--- src/hdl/lbc_pkg.sv ---
// ----------------------------------------------------------------------------
// lbc_pkg: shared types and codes of the pinned LRU block cache
// Command and status codes, fixed port widths and the control word that the
// sequencer sends along the row of cache cells.
// ----------------------------------------------------------------------------
package lbc_pkg;

    localparam int CMD_W      = 2;
    localparam int STATUS_W   = 2;
    localparam int BLOCK_W    = 32;
    localparam int SLOT_OUT_W = 5;
    localparam int CFG_W      = 6;
    localparam int RANGE_W    = 6;
    localparam int APB_ADDR_W = 3;
    localparam int APB_DATA_W = 32;

    localparam logic [CMD_W-1:0] CMD_QUEUE = 2'd0;
    localparam logic [CMD_W-1:0] CMD_GET   = 2'd1;
    localparam logic [CMD_W-1:0] CMD_FREE  = 2'd2;

    localparam logic [STATUS_W-1:0] ST_OK      = 2'd0;
    localparam logic [STATUS_W-1:0] ST_NO_SLOT = 2'd1;
    localparam logic [STATUS_W-1:0] ST_MISSING = 2'd2;

    // Register index, taken from the word address of the APB port.
    localparam logic REG_SLOTS_IN_USE = 1'b0;

    localparam logic [RANGE_W-1:0] RANGE_MAX = '1;

    typedef struct packed {
        logic look;       // capture match and candidate prefixes
        logic shift;      // move the selected entry to the top of the row
        logic dec;        // drop one pin of the selected entry in place
        logic use_match;  // select the matching entry, else the oldest candidate
    } t_cell_ctl;

endpackage

--- src/hdl/lbc_req_if.sv ---
// ----------------------------------------------------------------------------
// lbc_req_if: request channel of the block cache
// Valid/ready channel carrying one request beat.
// ----------------------------------------------------------------------------
interface lbc_req_if;
    logic                         valid;
    logic                         ready;
    logic [lbc_pkg::CMD_W-1:0]    cmd;
    logic [lbc_pkg::BLOCK_W-1:0]  block_id;
    logic                         last_in_range;

    modport source (output valid, cmd, block_id, last_in_range, input ready);
    modport sink   (input valid, cmd, block_id, last_in_range, output ready);
endinterface

--- src/hdl/lbc_rsp_if.sv ---
// ----------------------------------------------------------------------------
// lbc_rsp_if: response channel of the block cache
// Valid/ready channel carrying one result beat per request.
// ----------------------------------------------------------------------------
interface lbc_rsp_if;
    logic                            valid;
    logic                            ready;
    logic [lbc_pkg::STATUS_W-1:0]    status;
    logic                            hit;
    logic [lbc_pkg::SLOT_OUT_W-1:0]  slot;
    logic                            load_needed;
    logic                            evicted_valid;
    logic [lbc_pkg::BLOCK_W-1:0]     evicted_tag;
    logic                            was_loading;
    logic [lbc_pkg::RANGE_W-1:0]     range_loads;

    modport source (output valid, status, hit, slot, load_needed, evicted_valid,
                    evicted_tag, was_loading, range_loads, input ready);
    modport sink   (input valid, status, hit, slot, load_needed, evicted_valid,
                    evicted_tag, was_loading, range_loads, output ready);
endinterface

--- src/hdl/lbc_cell.sv ---
// ----------------------------------------------------------------------------
// lbc_cell: one position of the recency row
// Holds the slot at this recency position with its tag, pins and flags.
// Passes match and candidate prefixes upward and takes its upper neighbor's
// entry when the selected entry at or below it moves to the most recent position.
// ----------------------------------------------------------------------------
module lbc_cell #(
    parameter int SLOT_W     = 5,
    parameter int BLOCK_BITS = 32,
    parameter int PIN_BITS   = 8,
    parameter int LIM_W      = 6,
    parameter int RESET_SLOT = 0
) (
    input  logic                  i_clk,
    input  logic                  i_rst_n,
    input  lbc_pkg::t_cell_ctl    i_ctl,
    input  logic [BLOCK_BITS-1:0] i_key,
    input  logic [LIM_W-1:0]      i_limit,
    input  logic                  i_pm_c,
    input  logic                  i_pc_c,
    input  logic                  i_pm_r,
    input  logic                  i_pc_r,
    input  logic [SLOT_W-1:0]     i_up_slot,
    input  logic [BLOCK_BITS-1:0] i_up_tag,
    input  logic                  i_up_valid,
    input  logic [PIN_BITS-1:0]   i_up_pin,
    input  logic                  i_up_ready,
    output logic                  o_pm_c,
    output logic                  o_pc_c,
    output logic                  o_pm_r,
    output logic                  o_pc_r,
    output logic [SLOT_W-1:0]     o_slot,
    output logic [BLOCK_BITS-1:0] o_tag,
    output logic                  o_valid,
    output logic [PIN_BITS-1:0]   o_pin,
    output logic                  o_ready,
    output logic                  o_sel
);

    logic [SLOT_W-1:0]     r_slot;
    logic [BLOCK_BITS-1:0] r_tag;
    logic                  r_valid;
    logic [PIN_BITS-1:0]   r_pin;
    logic                  r_ready;
    logic                  r_pm;
    logic                  r_pc;

    logic w_match;
    logic w_cand;
    logic w_sel;
    logic w_pref;
    logic w_load;

    assign w_match = r_valid && (r_tag == i_key);
    assign w_cand  = (r_pin == '0) && (LIM_W'(r_slot) < i_limit);

    assign o_pm_c = i_pm_c | w_match;
    assign o_pc_c = i_pc_c | w_cand;

    // The selected cell is the first one whose prefix rises.
    assign w_sel  = i_ctl.use_match ? (r_pm & ~i_pm_r) : (r_pc & ~i_pc_r);
    assign w_pref = i_ctl.use_match ? r_pm : r_pc;
    assign w_load = i_ctl.shift && w_pref;

    always_ff @(posedge i_clk) begin
        if (!i_rst_n) begin
            r_slot  <= SLOT_W'(RESET_SLOT);
            r_valid <= 1'b0;
            r_pin   <= '0;
            r_ready <= 1'b1;
            r_pm    <= 1'b0;
            r_pc    <= 1'b0;
        end else begin
            if (i_ctl.look) begin
                r_pm <= o_pm_c;
                r_pc <= o_pc_c;
            end
            if (w_load) begin
                r_slot  <= i_up_slot;
                r_valid <= i_up_valid;
                r_pin   <= i_up_pin;
                r_ready <= i_up_ready;
            end else if (i_ctl.dec && w_sel && (r_pin != '0)) begin
                r_pin <= r_pin - 1'b1;
            end
        end
    end

    always_ff @(posedge i_clk) begin
        if (w_load) begin
            r_tag <= i_up_tag;
        end
    end

    assign o_pm_r  = r_pm;
    assign o_pc_r  = r_pc;
    assign o_slot  = r_slot;
    assign o_tag   = r_tag;
    assign o_valid = r_valid;
    assign o_pin   = r_pin;
    assign o_ready = r_ready;
    assign o_sel   = w_sel;

endmodule

--- src/hdl/lru_block_cache_with_pinning.sv ---
// Timing: an accepted request passes a look state and an apply state over
//   the cell row; its result is registered when the apply state completes,
//   later while the previous result has not been taken.
// Requests: a new one is taken only while idle or as the apply state ends.
// Reset: synchronous; all slots empty, unpinned and ready, recency in slot
//   order, range count zero, slots_in_use = SLOTS capped at 63.
// ----------------------------------------------------------------------------
// lru_block_cache_with_pinning: tag and replacement manager of a block cache
// A row of cells ordered from least to most recent holds the slots. Hits and
// victims are found by prefix chains along the row; a queued or fetched slot
// moves to the top, cells above it shift down by one; a freed one loses a pin in place.
// ----------------------------------------------------------------------------
module lru_block_cache_with_pinning #(
    parameter int SLOTS      = 32,
    parameter int BLOCK_BITS = 32,
    parameter int PIN_BITS   = 8
) (
    input  logic                            i_clk,
    input  logic                            i_rst_n,
    lbc_req_if.sink                         i_req,
    lbc_rsp_if.source                       o_rsp,
    input  logic                            psel,
    input  logic                            penable,
    input  logic                            pwrite,
    input  logic [lbc_pkg::APB_ADDR_W-1:0]  paddr,
    input  logic [lbc_pkg::APB_DATA_W-1:0]  pwdata,
    output logic [lbc_pkg::APB_DATA_W-1:0]  prdata,
    output logic                            pready
);

    localparam int SLOT_W    = $clog2(SLOTS);
    localparam int LIM_W     = $clog2(SLOTS + 1);
    localparam int CFG_RESET = (SLOTS > 63) ? 63 : SLOTS;
    localparam logic [PIN_BITS-1:0] PIN_MAX = '1;

    localparam logic [1:0] S_IDLE  = 2'd0;
    localparam logic [1:0] S_LOOK  = 2'd1;
    localparam logic [1:0] S_APPLY = 2'd2;

    logic [1:0]                   r_state;
    logic [1:0]                   n_state;
    logic [lbc_pkg::CFG_W-1:0]    r_cfg;
    logic [lbc_pkg::CMD_W-1:0]    r_cmd;
    logic [BLOCK_BITS-1:0]        r_key;
    logic                         r_last;
    logic [lbc_pkg::RANGE_W-1:0]  r_range;
    logic [lbc_pkg::RANGE_W-1:0]  n_range;

    logic                            r_out_valid;
    logic [lbc_pkg::STATUS_W-1:0]    r_status;
    logic                            r_hit;
    logic [lbc_pkg::SLOT_OUT_W-1:0]  r_slot;
    logic                            r_load;
    logic                            r_ev_valid;
    logic [lbc_pkg::BLOCK_W-1:0]     r_ev_block;
    logic                            r_was_loading;
    logic [lbc_pkg::RANGE_W-1:0]     r_range_loads;

    logic [lbc_pkg::STATUS_W-1:0]    n_status;
    logic                            n_hit;
    logic [lbc_pkg::SLOT_OUT_W-1:0]  n_slot;
    logic                            n_load;
    logic                            n_ev_valid;
    logic [lbc_pkg::BLOCK_W-1:0]     n_ev_block;
    logic                            n_was_loading;
    logic [lbc_pkg::RANGE_W-1:0]     n_range_loads;

    logic                w_accept;
    logic                w_apply_go;
    logic                w_cfg_wr;
    logic [LIM_W-1:0]    w_limit;
    logic                w_any_hit;
    logic                w_any_cand;
    lbc_pkg::t_cell_ctl  w_ctl;

    logic                  w_pm_c  [SLOTS];
    logic                  w_pc_c  [SLOTS];
    logic                  w_pm_r  [SLOTS];
    logic                  w_pc_r  [SLOTS];
    logic [SLOT_W-1:0]     w_slot  [SLOTS];
    logic [BLOCK_BITS-1:0] w_tag   [SLOTS];
    logic                  w_valid [SLOTS];
    logic [PIN_BITS-1:0]   w_pin   [SLOTS];
    logic                  w_ready [SLOTS];
    logic                  w_sel   [SLOTS];

    logic [SLOT_W-1:0]     g_slot;
    logic [BLOCK_BITS-1:0] g_tag;
    logic                  g_valid;
    logic [PIN_BITS-1:0]   g_pin;
    logic                  g_ready;

    logic [SLOT_W-1:0]     w_new_slot;
    logic [BLOCK_BITS-1:0] w_new_tag;
    logic                  w_new_valid;
    logic [PIN_BITS-1:0]   w_new_pin;
    logic                  w_new_ready;

    // ------------------------------------------------------------------
    // Configuration port
    // ------------------------------------------------------------------
    assign pready   = 1'b1;
    assign w_cfg_wr = psel && penable && pwrite && pready &&
                      (paddr[2] == lbc_pkg::REG_SLOTS_IN_USE);
    assign prdata   = (paddr[2] == lbc_pkg::REG_SLOTS_IN_USE) ?
                      lbc_pkg::APB_DATA_W'(r_cfg) : '0;

    always_ff @(posedge i_clk) begin
        if (!i_rst_n) begin
            r_cfg <= lbc_pkg::CFG_W'(CFG_RESET);
        end else if (w_cfg_wr) begin
            r_cfg <= pwdata[lbc_pkg::CFG_W-1:0];
        end
    end

    always_comb begin
        if (r_cfg == '0) begin
            w_limit = LIM_W'(1);
        end else if (int'(r_cfg) > SLOTS) begin
            w_limit = LIM_W'(SLOTS);
        end else begin
            w_limit = LIM_W'(r_cfg);
        end
    end

    // ------------------------------------------------------------------
    // Sequencer
    // ------------------------------------------------------------------
    assign w_apply_go  = (r_state == S_APPLY) && (!r_out_valid || o_rsp.ready);
    assign i_req.ready = (r_state == S_IDLE) || w_apply_go;
    assign w_accept    = i_req.valid && i_req.ready;

    always_comb begin
        n_state = r_state;
        unique case (r_state)
            S_IDLE: begin
                if (w_accept) n_state = S_LOOK;
            end
            S_LOOK: begin
                n_state = S_APPLY;
            end
            S_APPLY: begin
                if (w_accept) n_state = S_LOOK;
                else if (w_apply_go) n_state = S_IDLE;
            end
            default: begin
                n_state = S_IDLE;
            end
        endcase
    end

    always_ff @(posedge i_clk) begin
        if (!i_rst_n) begin
            r_state <= S_IDLE;
        end else begin
            r_state <= n_state;
        end
    end

    always_ff @(posedge i_clk) begin
        if (w_accept) begin
            r_cmd  <= i_req.cmd;
            r_key  <= BLOCK_BITS'(i_req.block_id);
            r_last <= i_req.last_in_range;
        end
    end

    assign w_any_hit  = w_pm_r[SLOTS-1];
    assign w_any_cand = w_pc_r[SLOTS-1];

    always_comb begin
        w_ctl.look      = (r_state == S_LOOK);
        w_ctl.use_match = w_any_hit;
        w_ctl.shift     = 1'b0;
        w_ctl.dec       = 1'b0;
        if (w_apply_go) begin
            unique case (r_cmd)
                lbc_pkg::CMD_QUEUE: w_ctl.shift = w_any_hit || w_any_cand;
                lbc_pkg::CMD_GET:   w_ctl.shift = w_any_hit;
                lbc_pkg::CMD_FREE:  w_ctl.dec   = w_any_hit;
                default:            w_ctl.shift = 1'b0;
            endcase
        end
    end

    // ------------------------------------------------------------------
    // Recency row, least recent at position 0
    // ------------------------------------------------------------------
    for (genvar p = 0; p < SLOTS; p++) begin : g_cell
        logic                  w_bpm_c;
        logic                  w_bpc_c;
        logic                  w_bpm_r;
        logic                  w_bpc_r;
        logic [SLOT_W-1:0]     w_up_slot;
        logic [BLOCK_BITS-1:0] w_up_tag;
        logic                  w_up_valid;
        logic [PIN_BITS-1:0]   w_up_pin;
        logic                  w_up_ready;

        if (p == 0) begin : g_bottom
            assign w_bpm_c = 1'b0;
            assign w_bpc_c = 1'b0;
            assign w_bpm_r = 1'b0;
            assign w_bpc_r = 1'b0;
        end else begin : g_inner
            assign w_bpm_c = w_pm_c[p-1];
            assign w_bpc_c = w_pc_c[p-1];
            assign w_bpm_r = w_pm_r[p-1];
            assign w_bpc_r = w_pc_r[p-1];
        end

        if (p == SLOTS - 1) begin : g_top
            assign w_up_slot  = w_new_slot;
            assign w_up_tag   = w_new_tag;
            assign w_up_valid = w_new_valid;
            assign w_up_pin   = w_new_pin;
            assign w_up_ready = w_new_ready;
        end else begin : g_below
            assign w_up_slot  = w_slot[p+1];
            assign w_up_tag   = w_tag[p+1];
            assign w_up_valid = w_valid[p+1];
            assign w_up_pin   = w_pin[p+1];
            assign w_up_ready = w_ready[p+1];
        end

        lbc_cell #(
            .SLOT_W     (SLOT_W),
            .BLOCK_BITS (BLOCK_BITS),
            .PIN_BITS   (PIN_BITS),
            .LIM_W      (LIM_W),
            .RESET_SLOT (p)
        ) u_cell (
            .i_clk      (i_clk),
            .i_rst_n    (i_rst_n),
            .i_ctl      (w_ctl),
            .i_key      (r_key),
            .i_limit    (w_limit),
            .i_pm_c     (w_bpm_c),
            .i_pc_c     (w_bpc_c),
            .i_pm_r     (w_bpm_r),
            .i_pc_r     (w_bpc_r),
            .i_up_slot  (w_up_slot),
            .i_up_tag   (w_up_tag),
            .i_up_valid (w_up_valid),
            .i_up_pin   (w_up_pin),
            .i_up_ready (w_up_ready),
            .o_pm_c     (w_pm_c[p]),
            .o_pc_c     (w_pc_c[p]),
            .o_pm_r     (w_pm_r[p]),
            .o_pc_r     (w_pc_r[p]),
            .o_slot     (w_slot[p]),
            .o_tag      (w_tag[p]),
            .o_valid    (w_valid[p]),
            .o_pin      (w_pin[p]),
            .o_ready    (w_ready[p]),
            .o_sel      (w_sel[p])
        );
    end

    // One-hot gather of the selected entry.
    always_comb begin
        g_slot  = '0;
        g_tag   = '0;
        g_valid = 1'b0;
        g_pin   = '0;
        g_ready = 1'b0;
        for (int p = 0; p < SLOTS; p++) begin
            g_slot  = g_slot  | (w_slot[p]  & {SLOT_W{w_sel[p]}});
            g_tag   = g_tag   | (w_tag[p]   & {BLOCK_BITS{w_sel[p]}});
            g_valid = g_valid | (w_valid[p] & w_sel[p]);
            g_pin   = g_pin   | (w_pin[p]   & {PIN_BITS{w_sel[p]}});
            g_ready = g_ready | (w_ready[p] & w_sel[p]);
        end
    end

    // Entry that lands at the most recent position.
    always_comb begin
        w_new_slot  = g_slot;
        w_new_valid = 1'b1;
        w_new_tag   = w_any_hit ? g_tag : r_key;
        w_new_pin   = g_pin;
        w_new_ready = 1'b1;
        if (r_cmd == lbc_pkg::CMD_QUEUE) begin
            w_new_pin   = (g_pin == PIN_MAX) ? g_pin : g_pin + 1'b1;
            w_new_ready = w_any_hit ? g_ready : 1'b0;
        end
    end

    // ------------------------------------------------------------------
    // Result and range count
    // ------------------------------------------------------------------
    always_comb begin
        n_status      = lbc_pkg::ST_OK;
        n_hit         = 1'b0;
        n_slot        = '0;
        n_load        = 1'b0;
        n_ev_valid    = 1'b0;
        n_ev_block    = '0;
        n_was_loading = 1'b0;
        n_range_loads = '0;
        n_range       = r_range;
        unique case (r_cmd)
            lbc_pkg::CMD_QUEUE: begin
                if (w_any_hit) begin
                    n_hit  = 1'b1;
                    n_slot = lbc_pkg::SLOT_OUT_W'(g_slot);
                end else if (w_any_cand) begin
                    n_load     = 1'b1;
                    n_slot     = lbc_pkg::SLOT_OUT_W'(g_slot);
                    n_ev_valid = g_valid;
                    n_ev_block = g_valid ? lbc_pkg::BLOCK_W'(g_tag) : '0;
                    if (r_range != lbc_pkg::RANGE_MAX) n_range = r_range + 1'b1;
                end else begin
                    n_status = lbc_pkg::ST_NO_SLOT;
                end
                if (r_last) begin
                    n_range_loads = n_range;
                    n_range       = '0;
                end
            end
            lbc_pkg::CMD_GET, lbc_pkg::CMD_FREE: begin
                if (w_any_hit) begin
                    n_hit         = 1'b1;
                    n_slot        = lbc_pkg::SLOT_OUT_W'(g_slot);
                    n_was_loading = (r_cmd == lbc_pkg::CMD_GET) && !g_ready;
                end else begin
                    n_status = lbc_pkg::ST_MISSING;
                end
            end
            default: begin
                n_status = lbc_pkg::ST_OK;
            end
        endcase
    end

    always_ff @(posedge i_clk) begin
        if (!i_rst_n) begin
            r_range     <= '0;
            r_out_valid <= 1'b0;
        end else if (w_apply_go) begin
            r_range     <= n_range;
            r_out_valid <= 1'b1;
        end else if (o_rsp.ready) begin
            r_out_valid <= 1'b0;
        end
    end

    always_ff @(posedge i_clk) begin
        if (w_apply_go) begin
            r_status      <= n_status;
            r_hit         <= n_hit;
            r_slot        <= n_slot;
            r_load        <= n_load;
            r_ev_valid    <= n_ev_valid;
            r_ev_block    <= n_ev_block;
            r_was_loading <= n_was_loading;
            r_range_loads <= n_range_loads;
        end
    end

    assign o_rsp.valid         = r_out_valid;
    assign o_rsp.status        = r_status;
    assign o_rsp.hit           = r_hit;
    assign o_rsp.slot          = r_slot;
    assign o_rsp.load_needed   = r_load;
    assign o_rsp.evicted_valid = r_ev_valid;
    assign o_rsp.evicted_tag   = r_ev_block;
    assign o_rsp.was_loading   = r_was_loading;
    assign o_rsp.range_loads   = r_range_loads;

endmodule

--- src/flat_wrapper.sv ---
// flat-port wrapper written by rule: the top's interface ports become plain ports
module lru_block_cache_with_pinning_flat 
#(
    parameter int SLOTS      = 32,
    parameter int BLOCK_BITS = 32,
    parameter int PIN_BITS   = 8
)
  (i_clk, i_rst_n, psel, penable, pwrite, paddr, pwdata, prdata, pready, i_req_valid, i_req_cmd, i_req_block_id, i_req_last_in_range, i_req_ready, o_rsp_valid, o_rsp_status, o_rsp_hit, o_rsp_slot, o_rsp_load_needed, o_rsp_evicted_valid, o_rsp_evicted_tag, o_rsp_was_loading, o_rsp_range_loads, o_rsp_ready);
  lbc_req_if i_req_i ();
  lbc_rsp_if o_rsp_i ();
  input  logic i_clk;
  input  logic i_rst_n;
  input  logic psel;
  input  logic penable;
  input  logic pwrite;
  input  logic [lbc_pkg::APB_ADDR_W-1:0] paddr;
  input  logic [lbc_pkg::APB_DATA_W-1:0] pwdata;
  output logic [lbc_pkg::APB_DATA_W-1:0] prdata;
  output logic pready;
  input wire logic [$bits(i_req_i.valid)-1:0] i_req_valid;
  input wire logic [$bits(i_req_i.cmd)-1:0] i_req_cmd;
  input wire logic [$bits(i_req_i.block_id)-1:0] i_req_block_id;
  input wire logic [$bits(i_req_i.last_in_range)-1:0] i_req_last_in_range;
  output wire logic [$bits(i_req_i.ready)-1:0] i_req_ready;
  output wire logic [$bits(o_rsp_i.valid)-1:0] o_rsp_valid;
  output wire logic [$bits(o_rsp_i.status)-1:0] o_rsp_status;
  output wire logic [$bits(o_rsp_i.hit)-1:0] o_rsp_hit;
  output wire logic [$bits(o_rsp_i.slot)-1:0] o_rsp_slot;
  output wire logic [$bits(o_rsp_i.load_needed)-1:0] o_rsp_load_needed;
  output wire logic [$bits(o_rsp_i.evicted_valid)-1:0] o_rsp_evicted_valid;
  output wire logic [$bits(o_rsp_i.evicted_tag)-1:0] o_rsp_evicted_tag;
  output wire logic [$bits(o_rsp_i.was_loading)-1:0] o_rsp_was_loading;
  output wire logic [$bits(o_rsp_i.range_loads)-1:0] o_rsp_range_loads;
  input wire logic [$bits(o_rsp_i.ready)-1:0] o_rsp_ready;
  assign i_req_i.valid = i_req_valid;
  assign i_req_i.cmd = i_req_cmd;
  assign i_req_i.block_id = i_req_block_id;
  assign i_req_i.last_in_range = i_req_last_in_range;
  assign i_req_ready = i_req_i.ready;
  assign o_rsp_valid = o_rsp_i.valid;
  assign o_rsp_status = o_rsp_i.status;
  assign o_rsp_hit = o_rsp_i.hit;
  assign o_rsp_slot = o_rsp_i.slot;
  assign o_rsp_load_needed = o_rsp_i.load_needed;
  assign o_rsp_evicted_valid = o_rsp_i.evicted_valid;
  assign o_rsp_evicted_tag = o_rsp_i.evicted_tag;
  assign o_rsp_was_loading = o_rsp_i.was_loading;
  assign o_rsp_range_loads = o_rsp_i.range_loads;
  assign o_rsp_i.ready = o_rsp_ready;
  lru_block_cache_with_pinning #(.SLOTS(SLOTS), .BLOCK_BITS(BLOCK_BITS), .PIN_BITS(PIN_BITS)) u_core (.i_clk(i_clk), .i_rst_n(i_rst_n), .i_req(i_req_i), .o_rsp(o_rsp_i), .psel(psel), .penable(penable), .pwrite(pwrite), .paddr(paddr), .pwdata(pwdata), .prdata(prdata), .pready(pready));
endmodule
--- config.mk ---
export PLATFORM = sky130hd
export DESIGN_NAME = lru_block_cache_with_pinning_flat
export DESIGN_NICKNAME = d
export VERILOG_FILES = /design/src/hdl/lbc_pkg.sv /design/src/hdl/lbc_req_if.sv /design/src/hdl/lbc_rsp_if.sv /design/src/hdl/lbc_cell.sv /design/src/hdl/lru_block_cache_with_pinning.sv /design/src/flat_wrapper.sv
export SDC_FILE = /design/constraint.sdc
export NUM_CORES = 2
export LEC_CHECK = 0
export BUFFER_PORTS_ARGS = -buffer_cell sky130_fd_sc_hd__buf_4
export CAP_MARGIN = 20
export CORE_MARGIN = 2
export CORE_UTILIZATION = 30
export CTS_BUF_LIST = sky130_fd_sc_hd__clkbuf_8 sky130_fd_sc_hd__clkbuf_16
export DETAILED_ROUTE_END_ITERATION = 16
export PLACE_DENSITY = 0.46
export SYNTH_ARGS = -nofsm -noshare
export SYNTH_HDL_FRONTEND = slang
export SYNTH_SLANG_ARGS = --single-unit
--- constraint.sdc ---
create_clock -name i_clk -period 5.5 [get_ports i_clk]
set_input_delay 0.275 -clock i_clk [delete_from_list [all_inputs] [get_ports i_clk]]
set_output_delay 0.275 -clock i_clk [all_outputs]
set_load 0.01 [all_outputs]
==> summary.md <==
| Metric | Value |
|---|---|
| Root buffer cell | `clkbuf_16` |
| Most common cell in the netlist | `edfxtp_1` |
| # fillers | `28,220` |
| Yosys top cell area share | `38.95%` |
| Crit path DAT | `5570 ps` |
| Initial DRC count | `13,950` |
| Sequential fraction of the synthesis area | `52.05%` |
| Pwr Density | `311.4 nW/um2` |
| VDD IR max | `0.2468 mV` |
| Asr flop ratio synth | `0%` |
| RSZ-0062 raised after global routing | `false` |
| Row cnt | `195` |
| Post-Synth Simple-Gate Area | `15.02%` |
| Reg-to-reg slack, setup | `780 ps` |
| Post-route setup slack | `775.1 ps` |
| Post-synthesis instance total | `7,976` |
| RR Endpoint | `u_core.g_cell[22].u_cell.o_pm_r` |
| First-pass GRT wire length | `860,300 um` |
| Die footprint | `289,000 um2` |
| Initial Util | `30.21%` |
| Port bufs | `105` |
| Yosys top cell by area | `edfxtp_1` |
| Period utilization | `85.91%` |
| Slew HR | `8.368%` |
| Synth unique cells | `100` |
| Total I/O pin count | `161` |
| HPWL Detailed | `539,300 um` |
| Synth Area in Compound Gates | `13.62%` |
| Status | `finished, final reports clean` |
| Post-route ant nets | `0` |
| Register bit total from synthesis | `1,667` |
| Clock Sinks | `1,667` |
| Final wirelength | `698,700 um` |
| Commonest cells in the netlist | `edfxtp_1 (1,108), nand2_1 (911), xor2_1 (759)` |
| Post-placement worst setup slack | `953.3 ps` |
| Die Y | `537.6 um` |
| Clk_lat worst skew | `940 ps` |
| Total Power | `31,670 uW` |
| Crit end category | `flop` |
| WS Path Type | `reg -> reg` |
| H-tree levels | `4` |
| Synthesized cell area | `85,420 um2` |
| Vias in the first global route | `73,090` |
| Routed via count | `80,520` |
| Hold Slack | `59.40 ps` |
| Finished Layout Cells | `12,370` |
| Core region area | `282,800 um2` |
| Worst Hold Class | `in -> reg` |
| DR pass1 iterations | `7` |
| Required time worst endpoint | `6340 ps` |
| Pin count of the biggest net entering global routing | `176` |
| Setup violators final | `0` |
| Hold path startpoint | `i_req_block_id[7]` |
| RR Startpoint | `u_core.r_key[29]` |
| Initial antenna violation count | `115` |
| Adder-cell share of the synthesized area | `2.900%` |
| Worst-Margin Slew | `1365 ps` |
| TritonCTS clock tree | `done` |
| Startpoint Class | `flop` |
| Fin. max-slew vios | `0` |
| Number of synthesis warnings | `0` |
| Largest family of logic cells by synthesized area | `simple AND/OR/NAND/NOR gates` |
| Clock transition at path regs | `70 ps` |
| Global route overflow | `0` |
| Placed instance count | `11,860` |
| Reg2Reg Depth | `8` |
| Area grow syn2layout | `19.06%` |
| Final nets | `8,645` |
| Skew final | `51.00 ps` |
| Ys flop type | `edfxtp_1` |
| Max Clk Rate | `0.2116 GHz` |
| Post-layout minimum cycle time | `4725 ps` |
| RD Place Congestion | `1.111` |
| Clock buffer depth | `4` |
| Xor/xnor share of the synthesized area | `12.48%` |
| Syn Area/Cell | `10.71 um2` |
| WL/cell | `56.46 um` |
| Post-synth EDFFs | `1,108` |
| Lkg Pwr | `0.03568 uW` |
| Max Cap Viol | `0` |
| Crit path max fanout | `17` |
| Layout cell share with drive strength beyond 1 | `13.87%` |
| Worst hold endpoint | `u_core.r_key[7]` |
| Final hold vios | `0` |
| Mux contribution to synthesized area | `0.4702%` |
| CTS Buf Count | `201` |
| Hold Path Stages | `2` |
| Ranking of synthesized cells by area | `edfxtp_1 (39%), dfxtp_1 (13%), xor2_1 (7.8%)` |
| Vias per Instance | `6.507` |
| Number of remaining DRC errors | `0` |
| Die outline width | `537.6 um` |
| Setup TNS Final | `0 ps` |
| Global-route usage over all layers | `47.04%` |
[area by class of cell]
cell class	count	area [um2]	area share, %
antenna	96	240.2	0.2362
clock buffer	223	5378	5.288
clock inverter	145	1334	1.311
inverter	133	511.7	0.5032
multi-input combinational	5661	38840	38.19
sequential	1667	44470	43.72
tap	3743	4683	4.605
timing repair buffer	706	6245	6.140
[timing repair]
action	CTS	global route
resized for setup	0	0
hold buffers	47	0
setup buffers	0	0
hold endpoints to repair	69	0
setup endpoints to repair	0	0
[sequential cells by signal, summed over array words and instances (netlist names), 2 cells and up]
| name | cells |
|---|---|
| u_core.g_cell.u_cell.o_pm_r | 32 |
| u_core.o_rsp.range_loads | 6 |
| u_core.g_cell.u_cell.o_tag | 1024 |
| u_core.g_cell.u_cell.o_valid | 32 |
| u_core.r_cmd | 2 |
| u_core.o_rsp.evicted_tag | 32 |
| u_core.r_range | 6 |
| u_core.o_rsp.slot | 5 |
| u_core.r_key | 32 |
| u_core.r_state | 2 |
| u_core.g_cell.u_cell.o_ready | 32 |
| u_core.r_cfg | 6 |
| u_core.g_cell.u_cell.o_slot | 160 |
| u_core.g_cell.u_cell.o_pc_r | 32 |
| u_core.g_cell.u_cell.o_pin | 256 |
| u_core.o_rsp.status | 2 |
[cells by family (layout without fill, tap and decap cells)]
logic type                 count (synthesis)  in the layout
AOI/OAI and AO/OA                       1627           1627
xor gates and xnor gates                1217           1217
adders and majority gates                198            198
buffers and inverters                    673           1207
DFF                                     1667           1667
muxes                                     36             36
other                                      2            123
and+or+nand+nor                         2556           2556
[critical path: stages, from the launching register on]
cell and delay (ps):
edfxtp_1 390, buf_4 250, xnor2_2 850, nand4_1 650, nor4_1 1090, and4_1 590, nor4_1 170, and4_1 370
a31oi_1 230
[power breakdown]
part | internal [uW] | total (uW) | switching (uW)
Combinational | 874 | 3990 | 3110
Clock | 8000 | 14200 | 6180
Sequential | 13300 | 13500 | 209
Total | 22200 | 31700 | 9500
[through the flow]
step           utilization (%)  area [um2]
3_5_place_dp             33.31       94200
3_3_place_gp             33.27       94070
4_1_cts                  35.85      101400
2_1_floorplan                -       85510
6_report                 35.96      101700
5_1_grt                  35.92      101600
[how the worst max path moves through the flow]
stage / startpoint / end / slack (ps) / cells past startpoint
3_5_place_dp: u_core.g_cell[31].u_cell.o_pm_r / u_core.g_cell[31].u_cell.o_pin[6] / 950 / 11
5_1_grt: u_core.g_cell[31].u_cell.o_pm_r / u_core.g_cell[31].u_cell.o_pin[3] / 880 / 9
2_1_floorplan: u_core.o_rsp.valid / u_core.g_cell[14].u_cell.o_tag[0] / 110 / 8
3_3_place_gp: u_core.r_key[11] / u_core.g_cell[25].u_cell.o_pm_r / 870 / 9
6_report: u_core.r_key[29] / u_core.g_cell[22].u_cell.o_pm_r / 780 / 8
4_1_cts: u_core.g_cell[31].u_cell.o_pm_r / u_core.g_cell[31].u_cell.o_pin[6] / 940 / 11
[placed cells by master (no fill, tap or decap), types with 58 or more instances in the layout]
cell type  synthesis  layout
edfxtp_1        1108    1108
dfxtp_1          559     557
nor4_1           272     244
a22o_1            58      58
clkbuf_16          0     205
xor2_1           759     737
buf_4             46     585
inv_1            106     137
xnor2_1          458     438
diode_2            0      96
nand4_1          209     209
nor2_1           385     384
buf_12             0      63
nand3_1          232     231
a22oi_1          612     612
a211oi_1         206     206
nor3_1           134     133
nand2_1          911     909
a21oi_1          256     256
o21ai_0          118     118
ha_1             198     198
[routing by layer]
| layer | part of all wire, % | global-route usage [%] | vias up |
|---|---|---|---|
| met4 | 12 | 47.08 | 30 |
| li1 | - | - | 30590 |
| met2 | 44 | 71.48 | 6761 |
| met5 | 0.029 | 0 | - |
| met1 | 35 | 53.23 | 41120 |
| met3 | 9.0 | 11.49 | 2009 |
Power figures use the tool's default switching activity.
